==> src/rtl/fcc_pkg.sv <==
`timescale 1ns / 1ps
`default_nettype none

package fcc_pkg;

   localparam logic [1:0] REG_CRC_KIND = 2'd0;
   localparam logic [1:0] REG_OP_MODE  = 2'd1;
   localparam logic [1:0] REG_CRC_SEED = 2'd2;

   localparam logic [1:0] MODE_CHECKSUM = 2'd0;
   localparam logic [1:0] MODE_VERIFY   = 2'd1;
   localparam logic [1:0] MODE_APPEND   = 2'd2;

   localparam logic        KIND_RESET = 1'b1;
   localparam logic [1:0]  MODE_RESET = MODE_VERIFY;
   localparam logic [15:0] SEED_RESET = 16'hffff;

   localparam logic [15:0] POLY_CRC16 = 16'h8408;
   localparam logic [15:0] POLY_CRC8  = 16'h008c;

   localparam int MAX_RESULTS = 3;

   typedef struct packed {
      logic        kind;
      logic [1:0]  mode;
      logic [15:0] seed;
   } cfg_type;

   typedef struct packed {
      logic [7:0]  out_byte;
      logic [15:0] crc_value;
      logic        check_ok;
      logic        run_end;
   } rsp_item_type;

   typedef struct packed {
      logic [1:0]                        count;
      rsp_item_type [MAX_RESULTS-1:0]    items;
   } burst_type;

   // Reflected CRC update over one byte, bit at a time.
   function automatic logic [15:0] crc_update(input logic [15:0] crc_in,
                                              input logic [7:0] data,
                                              input logic wide);
      logic [15:0] crc;
      logic [15:0] poly;
      poly = wide ? POLY_CRC16 : POLY_CRC8;
      crc  = crc_in ^ {8'h00, data};
      for (int i = 0; i < 8; i++) begin
         if (crc[0]) begin
            crc = (crc >> 1) ^ poly;
         end else begin
            crc = crc >> 1;
         end
      end
      if (!wide) begin
         crc = crc & 16'h00ff;
      end
      return crc;
   endfunction

   function automatic rsp_item_type make_item(input logic [7:0] b,
                                              input logic [15:0] crc,
                                              input logic ok,
                                              input logic last);
      rsp_item_type item;
      item.out_byte  = b;
      item.crc_value = crc;
      item.check_ok  = ok;
      item.run_end   = last;
      return item;
   endfunction

endpackage

`default_nettype wire

==> src/rtl/fcc_csr.sv <==
`timescale 1ns / 1ps
`default_nettype none

module fcc_csr (
   input  wire logic          clock,
   input  wire logic          reset,
   input  wire logic          csr_psel,
   input  wire logic          csr_penable,
   input  wire logic          csr_pwrite,
   input  wire logic [3:0]    csr_paddr,
   input  wire logic [31:0]   csr_pwdata,
   output logic [31:0]        csr_prdata,
   output logic               csr_pready,
   output fcc_pkg::cfg_type   cfg
);
   import fcc_pkg::*;

   cfg_type     cfg_ff;
   cfg_type     cfg_in;
   logic        wr_en;
   logic [1:0]  reg_idx;

   assign csr_pready = 1'b1;
   assign wr_en      = csr_psel && csr_penable && csr_pwrite;
   assign reg_idx    = csr_paddr[3:2];

   always_comb begin
      cfg_in = cfg_ff;
      if (wr_en) begin
         unique case (reg_idx)
            REG_CRC_KIND: cfg_in.kind = csr_pwdata[0];
            REG_OP_MODE:  cfg_in.mode = csr_pwdata[1:0];
            REG_CRC_SEED: cfg_in.seed = csr_pwdata[15:0];
            default:      cfg_in = cfg_ff;
         endcase
      end
   end

   always_comb begin
      unique case (reg_idx)
         REG_CRC_KIND: csr_prdata = {31'd0, cfg_ff.kind};
         REG_OP_MODE:  csr_prdata = {30'd0, cfg_ff.mode};
         REG_CRC_SEED: csr_prdata = {16'd0, cfg_ff.seed};
         default:      csr_prdata = 32'd0;
      endcase
   end

   always_ff @(posedge clock) begin
      if (reset) begin
         cfg_ff.kind <= KIND_RESET;
         cfg_ff.mode <= MODE_RESET;
         cfg_ff.seed <= SEED_RESET;
      end else begin
         cfg_ff <= cfg_in;
      end
   end

   assign cfg = cfg_ff;

endmodule

`default_nettype wire

==> src/rtl/fcc_engine.sv <==
`timescale 1ns / 1ps
`default_nettype none

module fcc_engine (
   input  wire logic           clock,
   input  wire logic           reset,
   input  wire fcc_pkg::cfg_type cfg,
   input  wire logic           req_tvalid,
   output logic                req_tready,
   input  wire logic [7:0]     req_tdata,
   input  wire logic           req_tlast,
   input  wire logic           buf_free,
   output logic                load,
   output fcc_pkg::burst_type  burst
);
   import fcc_pkg::*;

   logic        in_valid_ff, in_valid_in;
   logic [7:0]  in_byte_ff;
   logic        in_last_ff;

   logic [15:0] crc_reg_ff, crc_reg_in;
   logic [7:0]  held0_ff, held0_in;
   logic [7:0]  held1_ff, held1_in;
   logic [1:0]  count_ff, count_in;

   logic        wide;
   logic [15:0] mask;
   logic        held_full;
   logic [7:0]  oldest;
   logic [15:0] base_crc;
   logic [15:0] crc_old;
   logic [15:0] crc_new;
   logic [15:0] crc_next;
   logic        ok;

   assign req_tready  = !in_valid_ff || buf_free;
   assign load        = in_valid_ff && buf_free;

   always_comb begin
      in_valid_in = in_valid_ff;
      if (req_tvalid && req_tready) begin
         in_valid_in = 1'b1;
      end else if (load) begin
         in_valid_in = 1'b0;
      end
   end

   always_ff @(posedge clock) begin
      if (req_tvalid && req_tready) begin
         in_byte_ff <= req_tdata;
         in_last_ff <= req_tlast;
      end
   end

   assign wide      = cfg.kind;
   assign mask      = wide ? 16'hffff : 16'h00ff;
   // The delay line is full once it holds as many bytes as the tail is long.
   assign held_full = wide ? (count_ff >= 2'd2) : (count_ff >= 2'd1);
   assign oldest    = wide ? held1_ff : held0_ff;
   assign base_crc  = (count_ff == 2'd0) ? (cfg.seed & mask) : (crc_reg_ff & mask);
   assign crc_old   = crc_update(base_crc, oldest, wide);
   assign crc_new   = crc_update(base_crc, in_byte_ff, wide);

   always_comb begin
      burst    = '0;
      crc_next = base_crc;
      ok       = 1'b0;
      case (cfg.mode)
         MODE_VERIFY: begin
            if (!in_last_ff) begin
               if (held_full) begin
                  crc_next = crc_old;
               end
            end else begin
               if (count_ff >= 2'd2) begin
                  crc_next = crc_old;
                  if (wide) begin
                     ok = (crc_old[7:0] == held0_ff) && (crc_old[15:8] == in_byte_ff);
                  end else begin
                     ok = (crc_old[7:0] == in_byte_ff);
                  end
               end
               burst.count    = 2'd1;
               burst.items[0] = make_item(8'h00, crc_next, ok, 1'b1);
            end
         end
         MODE_APPEND: begin
            if (!in_last_ff) begin
               if (held_full) begin
                  crc_next       = crc_old;
                  burst.count    = 2'd1;
                  burst.items[0] = make_item(oldest, crc_old, 1'b0, 1'b0);
               end
            end else if (count_ff >= 2'd2) begin
               crc_next       = crc_old;
               burst.items[0] = make_item(oldest, crc_old, 1'b0, 1'b0);
               burst.items[1] = make_item(crc_old[7:0], crc_old, 1'b0, !wide);
               burst.items[2] = make_item(crc_old[15:8], crc_old, 1'b0, 1'b1);
               burst.count    = wide ? 2'd3 : 2'd2;
            end else if (count_ff == 2'd1) begin
               // Short frame: the one held byte and the last byte pass unchanged.
               burst.items[0] = make_item(held0_ff, base_crc, 1'b0, 1'b0);
               burst.items[1] = make_item(in_byte_ff, base_crc, 1'b0, 1'b1);
               burst.count    = 2'd2;
            end else begin
               burst.items[0] = make_item(in_byte_ff, base_crc, 1'b0, 1'b1);
               burst.count    = 2'd1;
            end
         end
         default: begin
            crc_next = crc_new;
            if (in_last_ff) begin
               burst.count    = 2'd1;
               burst.items[0] = make_item(8'h00, crc_new, 1'b0, 1'b1);
            end
         end
      endcase
   end

   always_comb begin
      crc_reg_in = crc_reg_ff;
      held0_in   = held0_ff;
      held1_in   = held1_ff;
      count_in   = count_ff;
      if (load) begin
         crc_reg_in = crc_next;
         held1_in   = held0_ff;
         held0_in   = in_byte_ff;
         if (in_last_ff) begin
            count_in = 2'd0;
         end else if (count_ff != 2'd3) begin
            count_in = count_ff + 2'd1;
         end
      end
   end

   always_ff @(posedge clock) begin
      if (reset) begin
         in_valid_ff <= 1'b0;
         crc_reg_ff  <= 16'hffff;
         held0_ff    <= 8'h00;
         held1_ff    <= 8'h00;
         count_ff    <= 2'd0;
      end else begin
         in_valid_ff <= in_valid_in;
         crc_reg_ff  <= crc_reg_in;
         held0_ff    <= held0_in;
         held1_ff    <= held1_in;
         count_ff    <= count_in;
      end
   end

endmodule

`default_nettype wire

==> src/rtl/fcc_outbuf.sv <==
`timescale 1ns / 1ps
`default_nettype none

module fcc_outbuf (
   input  wire logic              clock,
   input  wire logic              reset,
   input  wire logic              load,
   input  wire fcc_pkg::burst_type burst,
   output logic                   buf_free,
   output logic                   rsp_tvalid,
   input  wire logic              rsp_tready,
   output logic [31:0]            rsp_tdata,
   output logic                   rsp_tlast
);
   import fcc_pkg::*;

   logic [1:0]                     count_ff, count_in;
   logic [1:0]                     idx_ff, idx_in;
   rsp_item_type [MAX_RESULTS-1:0] items_ff;
   rsp_item_type                   cur;
   logic                           take;
   logic                           final_take;

   assign rsp_tvalid = (count_ff != 2'd0);
   assign cur        = items_ff[idx_ff];
   assign rsp_tdata  = {7'd0, cur.check_ok, cur.crc_value, cur.out_byte};
   assign rsp_tlast  = cur.run_end;

   assign take       = rsp_tvalid && rsp_tready;
   assign final_take = take && (idx_ff == count_ff - 2'd1);
   // The buffer takes a new burst when empty or when its last result leaves now.
   assign buf_free   = !rsp_tvalid || final_take;

   always_comb begin
      count_in = count_ff;
      idx_in   = idx_ff;
      if (load) begin
         count_in = burst.count;
         idx_in   = 2'd0;
      end else if (final_take) begin
         count_in = 2'd0;
         idx_in   = 2'd0;
      end else if (take) begin
         idx_in = idx_ff + 2'd1;
      end
   end

   always_ff @(posedge clock) begin
      if (load) begin
         items_ff <= burst.items;
      end
   end

   always_ff @(posedge clock) begin
      if (reset) begin
         count_ff <= 2'd0;
         idx_ff   <= 2'd0;
      end else begin
         count_ff <= count_in;
         idx_ff   <= idx_in;
      end
   end

endmodule

`default_nettype wire

==> src/rtl/frame_crc8_crc16_checker_core.sv <==
`timescale 1ns / 1ps
`default_nettype none

// Channel   Direction  Transaction
// req_      in         one frame byte, tlast on the final byte of the frame
// rsp_      out        one result: output byte, CRC, check flag; tlast ends a frame
// csr_      in         APB register access: crc_kind, op_mode, crc_seed
//
// A byte is held in the input register and is then folded into the CRC, which
// loads its zero to three results into the output buffer; a result passes the
// input register and then the output buffer register before it is shown.
// While each byte gives at most one result and rsp_tready is high, a new byte is
// taken every cycle; otherwise the input waits until the last result is taken.
// Reset is synchronous; it empties both stages and restores the register defaults.
// A stall on rsp_tready holds the buffer and backs up into req_tready.
module frame_crc8_crc16_checker_core (
   input  wire logic         clock,
   input  wire logic         reset,
   input  wire logic         req_tvalid,
   output logic              req_tready,
   input  wire logic [7:0]   req_tdata,    // [7:0] data_byte
   input  wire logic         req_tlast,
   output logic              rsp_tvalid,
   input  wire logic         rsp_tready,
   output logic [31:0]       rsp_tdata,    // [7:0] out_byte, [23:8] crc_value,
                                           // [24] check_ok, [31:25] zero
   output logic              rsp_tlast,
   input  wire logic         csr_psel,
   input  wire logic         csr_penable,
   input  wire logic         csr_pwrite,
   input  wire logic [3:0]   csr_paddr,
   input  wire logic [31:0]  csr_pwdata,
   output logic [31:0]       csr_prdata,
   output logic              csr_pready
);
   import fcc_pkg::*;

   cfg_type   cfg;
   burst_type burst;
   logic      load;
   logic      buf_free;

   fcc_csr u_csr (
      .clock       (clock),
      .reset       (reset),
      .csr_psel    (csr_psel),
      .csr_penable (csr_penable),
      .csr_pwrite  (csr_pwrite),
      .csr_paddr   (csr_paddr),
      .csr_pwdata  (csr_pwdata),
      .csr_prdata  (csr_prdata),
      .csr_pready  (csr_pready),
      .cfg         (cfg)
   );

   fcc_engine u_engine (
      .clock      (clock),
      .reset      (reset),
      .cfg        (cfg),
      .req_tvalid (req_tvalid),
      .req_tready (req_tready),
      .req_tdata  (req_tdata),
      .req_tlast  (req_tlast),
      .buf_free   (buf_free),
      .load       (load),
      .burst      (burst)
   );

   fcc_outbuf u_outbuf (
      .clock      (clock),
      .reset      (reset),
      .load       (load),
      .burst      (burst),
      .buf_free   (buf_free),
      .rsp_tvalid (rsp_tvalid),
      .rsp_tready (rsp_tready),
      .rsp_tdata  (rsp_tdata),
      .rsp_tlast  (rsp_tlast)
   );

endmodule

`default_nettype wire
==> config.mk <==
export PLATFORM = sky130hd
export DESIGN_NAME = frame_crc8_crc16_checker_core
export DESIGN_NICKNAME = d
export VERILOG_FILES = /design/src/rtl/fcc_pkg.sv /design/src/rtl/fcc_csr.sv /design/src/rtl/fcc_engine.sv /design/src/rtl/fcc_outbuf.sv /design/src/rtl/frame_crc8_crc16_checker_core.sv
export SDC_FILE = /design/constraint.sdc
export NUM_CORES = 1
export LEC_CHECK = 0
export BUFFER_PORTS_ARGS = -buffer_cell sky130_fd_sc_hd__buf_2
export CORE_MARGIN = 2
export CORE_UTILIZATION = 56
export CTS_CLUSTER_SIZE = 24
export DETAILED_ROUTE_END_ITERATION = 16
export GPL_ROUTABILITY_DRIVEN = 1
export PLACE_DENSITY = 0.78
export SLEW_MARGIN = 20
export SYNTH_ARGS = -nofsm -noshare
export SYNTH_HDL_FRONTEND = slang
export SYNTH_SLANG_ARGS = --single-unit
==> constraint.sdc <==
create_clock -name clock -period 12.1 [get_ports clock]
set_clock_uncertainty 0.15 [all_clocks]
set_input_delay 1.21 -clock clock [delete_from_list [all_inputs] [get_ports clock]]
set_output_delay 1.21 -clock clock [all_outputs]
set_load 0.05 [all_outputs]
==> reports/qor.yml <==
cts_resized: 0
final-seq-area_um2: 3470
rsz0062_at_grt: "no"
synth_warnings: 0
via_count: 8211
ys_types: 72
synth_edf_count: 77
finalCritPeriodShare_pct: 42.0
crit_buf_inv: 1
setup_viol: 0
status: "completed"
clkLatencyLatePin_ps: 440
num_antenna_cells: 0
syn2layout_area_growth_pct: 10.7
grt_antenna_before_repair: 0
worstMarginPinSlew_ps: 1120
grt-ovfl-total: 0
relSlewSlack_pct: 24.5
dr.first_iter.drc_count: 1125
cts_tree: "done"
grt_start_max_net_pins: 55
final_area_um2: 10400
max-cap-violations: 0
yosys.area.top_type: "edfxtp_1"
drc: 0
synth_cells: 1041
tns_ps: 0
layout-drive-gt1-share_pct: 14.3
yosys-top-cells-area: "edfxtp_1, dfxtp_1, mux2i_1, xnor2_1, nand2_1"
crit_path_start_kind: "flip-flop"
cellLeakagePower_nw: 4.03
critical_path.max_fanout: 48
clk_pin_slew_worst_paths_ps: 60
avgRoutedWirePerCell_um: 21.3
ys_ff_latch: 135
crit_family: "XOR/XNOR gates"
initial_core_util_pct: 57.1
path_cells: "buf_4 > mux2i_4 > xor2_2 > xnor2_1 > mux2i_1 > nand4_1 > or3_1 > or4_1 > o32ai_1"
io_buffer_count: 77
place_area_um2: 9820
final_nets: 1133
worstSetupEndpointType: "flip-flop"
netlist_area_um2: 9440
cts-root-buf: "clkbuf_16"
grt_pass1_vias: 7546
cts_hold_buf: 0
via_per_inst: 6.29
finalCriticalPeriod_ps: 5090
drt_first_pass_iters: 5
dieWidth_um: 134
clock_sinks: 135
avgSynthCellArea_um2: 9.07
dieArea_um2: 17900
utilization_pct: 63.2
power.density_nw_per_um2: 128
cts_max_path_buffers: 2
layout_common_cells: "nand2_1, buf_2, edfxtp_1"
min_path_type: "reg -> reg"
layout_commonest_cell: "nand2_1"
yosysSeqAreaShare_pct: 36.8
die_h_um: 134
setup_ws_ps: 7010
drv_slew: 0
coreArea_um2: 16500
drtAntennaViolNets: 0
dominantRegCellSynth: "edfxtp_1"
row_count: 47
dp_hpwl_mm: 19.1
hold_violations: 0
peakVddDrop_mv: 0.109
required_ps: 12110
arrival_ps: 5100
criticalPathCategory: "reg -> reg"
yosys.area.top_type_share_pct: 24.5
n_fill_cell: 1386
cp_slowest_stage_delay_ps: 880
post_cts_buffers: 0
grt_usage_pct: 31.5
max_freq_mhz: 197
hold_slack_ps: 310
wl_mm: 27.8
multi_input_area_um2: 5490
cts_inserted_buffers: 17
cp_slowest_cell: "xnor2_1"
grt_pass1_wl_mm: 42.7
place.gp.congestion: 1.05
async_reset_ff_share_pct: 0
place_ws_ps: 7350
io_pins: 120
cts_max_level: 4
[Yosys cell counts (3+ instances only)]
| cell type | count |
|---|---|
| mux2i_1 | 67 |
| ha_1 | 8 |
| a31oi_1 | 11 |
| nor3b_1 | 3 |
| o21ai_0 | 71 |
| mux2_2 | 10 |
| nor2b_1 | 17 |
| o2111ai_1 | 3 |
| nor3_1 | 22 |
| a21o_1 | 15 |
| nor4_1 | 6 |
| xnor3_1 | 17 |
| xnor2_2 | 4 |
| and2_1 | 25 |
| or3_1 | 11 |
| nand2_1 | 139 |
| a211oi_1 | 5 |
| edfxtp_1 | 77 |
| mux2i_4 | 4 |
| clkbuf_1 | 60 |
| a22o_1 | 3 |
| a22oi_1 | 5 |
| o21ai_1 | 3 |
| dfxtp_1 | 58 |
| a211o_1 | 16 |
| o22ai_1 | 11 |
| nor2_1 | 66 |
| o21bai_1 | 4 |
| o211ai_1 | 7 |
| nand3_1 | 33 |
| nand2b_1 | 5 |
| buf_2 | 3 |
| xnor2_1 | 64 |
| a21oi_1 | 53 |
| nand4_1 | 7 |
| inv_1 | 20 |
| mux2i_2 | 4 |
| a32oi_1 | 3 |
| o21a_1 | 4 |
| buf_4 | 26 |
| xor2_1 | 17 |
| buf_1 | 11 |
[worst min-delay path: cells and delay by family, from the launching register on]
kind | cells | cell delay [ps]
AOI/OAI and AO/OA | 1 | 50
and+or+nand+nor | 1 | 50
DFF | 1 | 310
[final cells by class]
class	count	share of cell area (%)
tap	220	2.64
inverter	20	0.731
timing repair buffer	93	4.84
sequential	135	33.3
clock inverter	10	1.33
clock buffer	22	4.65
multi-input combinational	806	52.6
[metrics by stage]
step,total power [mW],std cells
after floorplan,0.732,1063
after global placement,0.784,1274
after detailed placement,0.787,1274
after CTS,1.33,1306
after global routing,1.38,1306
final,1.34,1306
[registers in the layout, summed over array words and instances, names as in the netlist]
register	count
u_csr.cfg	19
u_engine.count_ff	2
u_engine.crc_reg_ff	16
u_engine.held0_ff	8
u_engine.held1_ff	8
u_engine.in_byte_ff	8
u_engine.in_last_ff	1
u_engine.in_valid_ff	1
u_outbuf.count_ff	2
u_outbuf.idx_ff	2
u_outbuf.items_ff	68
[cell families after synthesis]
family          after synthesis  share of synthesized area [%]
simple gates                344                           16.8
buf+inv                     122                           6.02
fa+ha+maj                     8                           1.06
compound gates              237                           15.9
flops                       135                           36.8
mux                          86                           9.95
other cells                   2                         0.0796
xor+xnor                    107                           13.4
[worst paths after layout]
check | depth (start not counted) | to | slack [ps] | startpoint
min | 2 | u_engine.held1_ff[4] | 310 | u_engine.held1_ff[4]
max | 9 | u_outbuf.items_ff[1] | 7010 | u_csr.cfg[18]
max reg2reg | 9 | u_outbuf.items_ff[1] | 7010 | u_csr.cfg[18]
min reg2reg | 2 | u_engine.held1_ff[4] | 310 | u_engine.held1_ff[4]
[metal layers]
layer | vias to the layer above | global-route usage, % | share of wire (%)
met5 | - | 0 | 0
met4 | 0 | 16.1 | 5.2
met3 | 116 | 8.43 | 12
li1 | 3722 | - | -
met2 | 529 | 45.6 | 42
met1 | 3844 | 43.5 | 41
[power by group]
part / internal (mW) / switching [mW] / leakage [nW]
Sequential: 0.504 / 0.0179 / 1.22
Combinational: 0.0899 / 0.175 / 2.50
Clock: 0.348 / 0.205 / 0.304
Note: power is estimated with default switching activity, not from simulation.
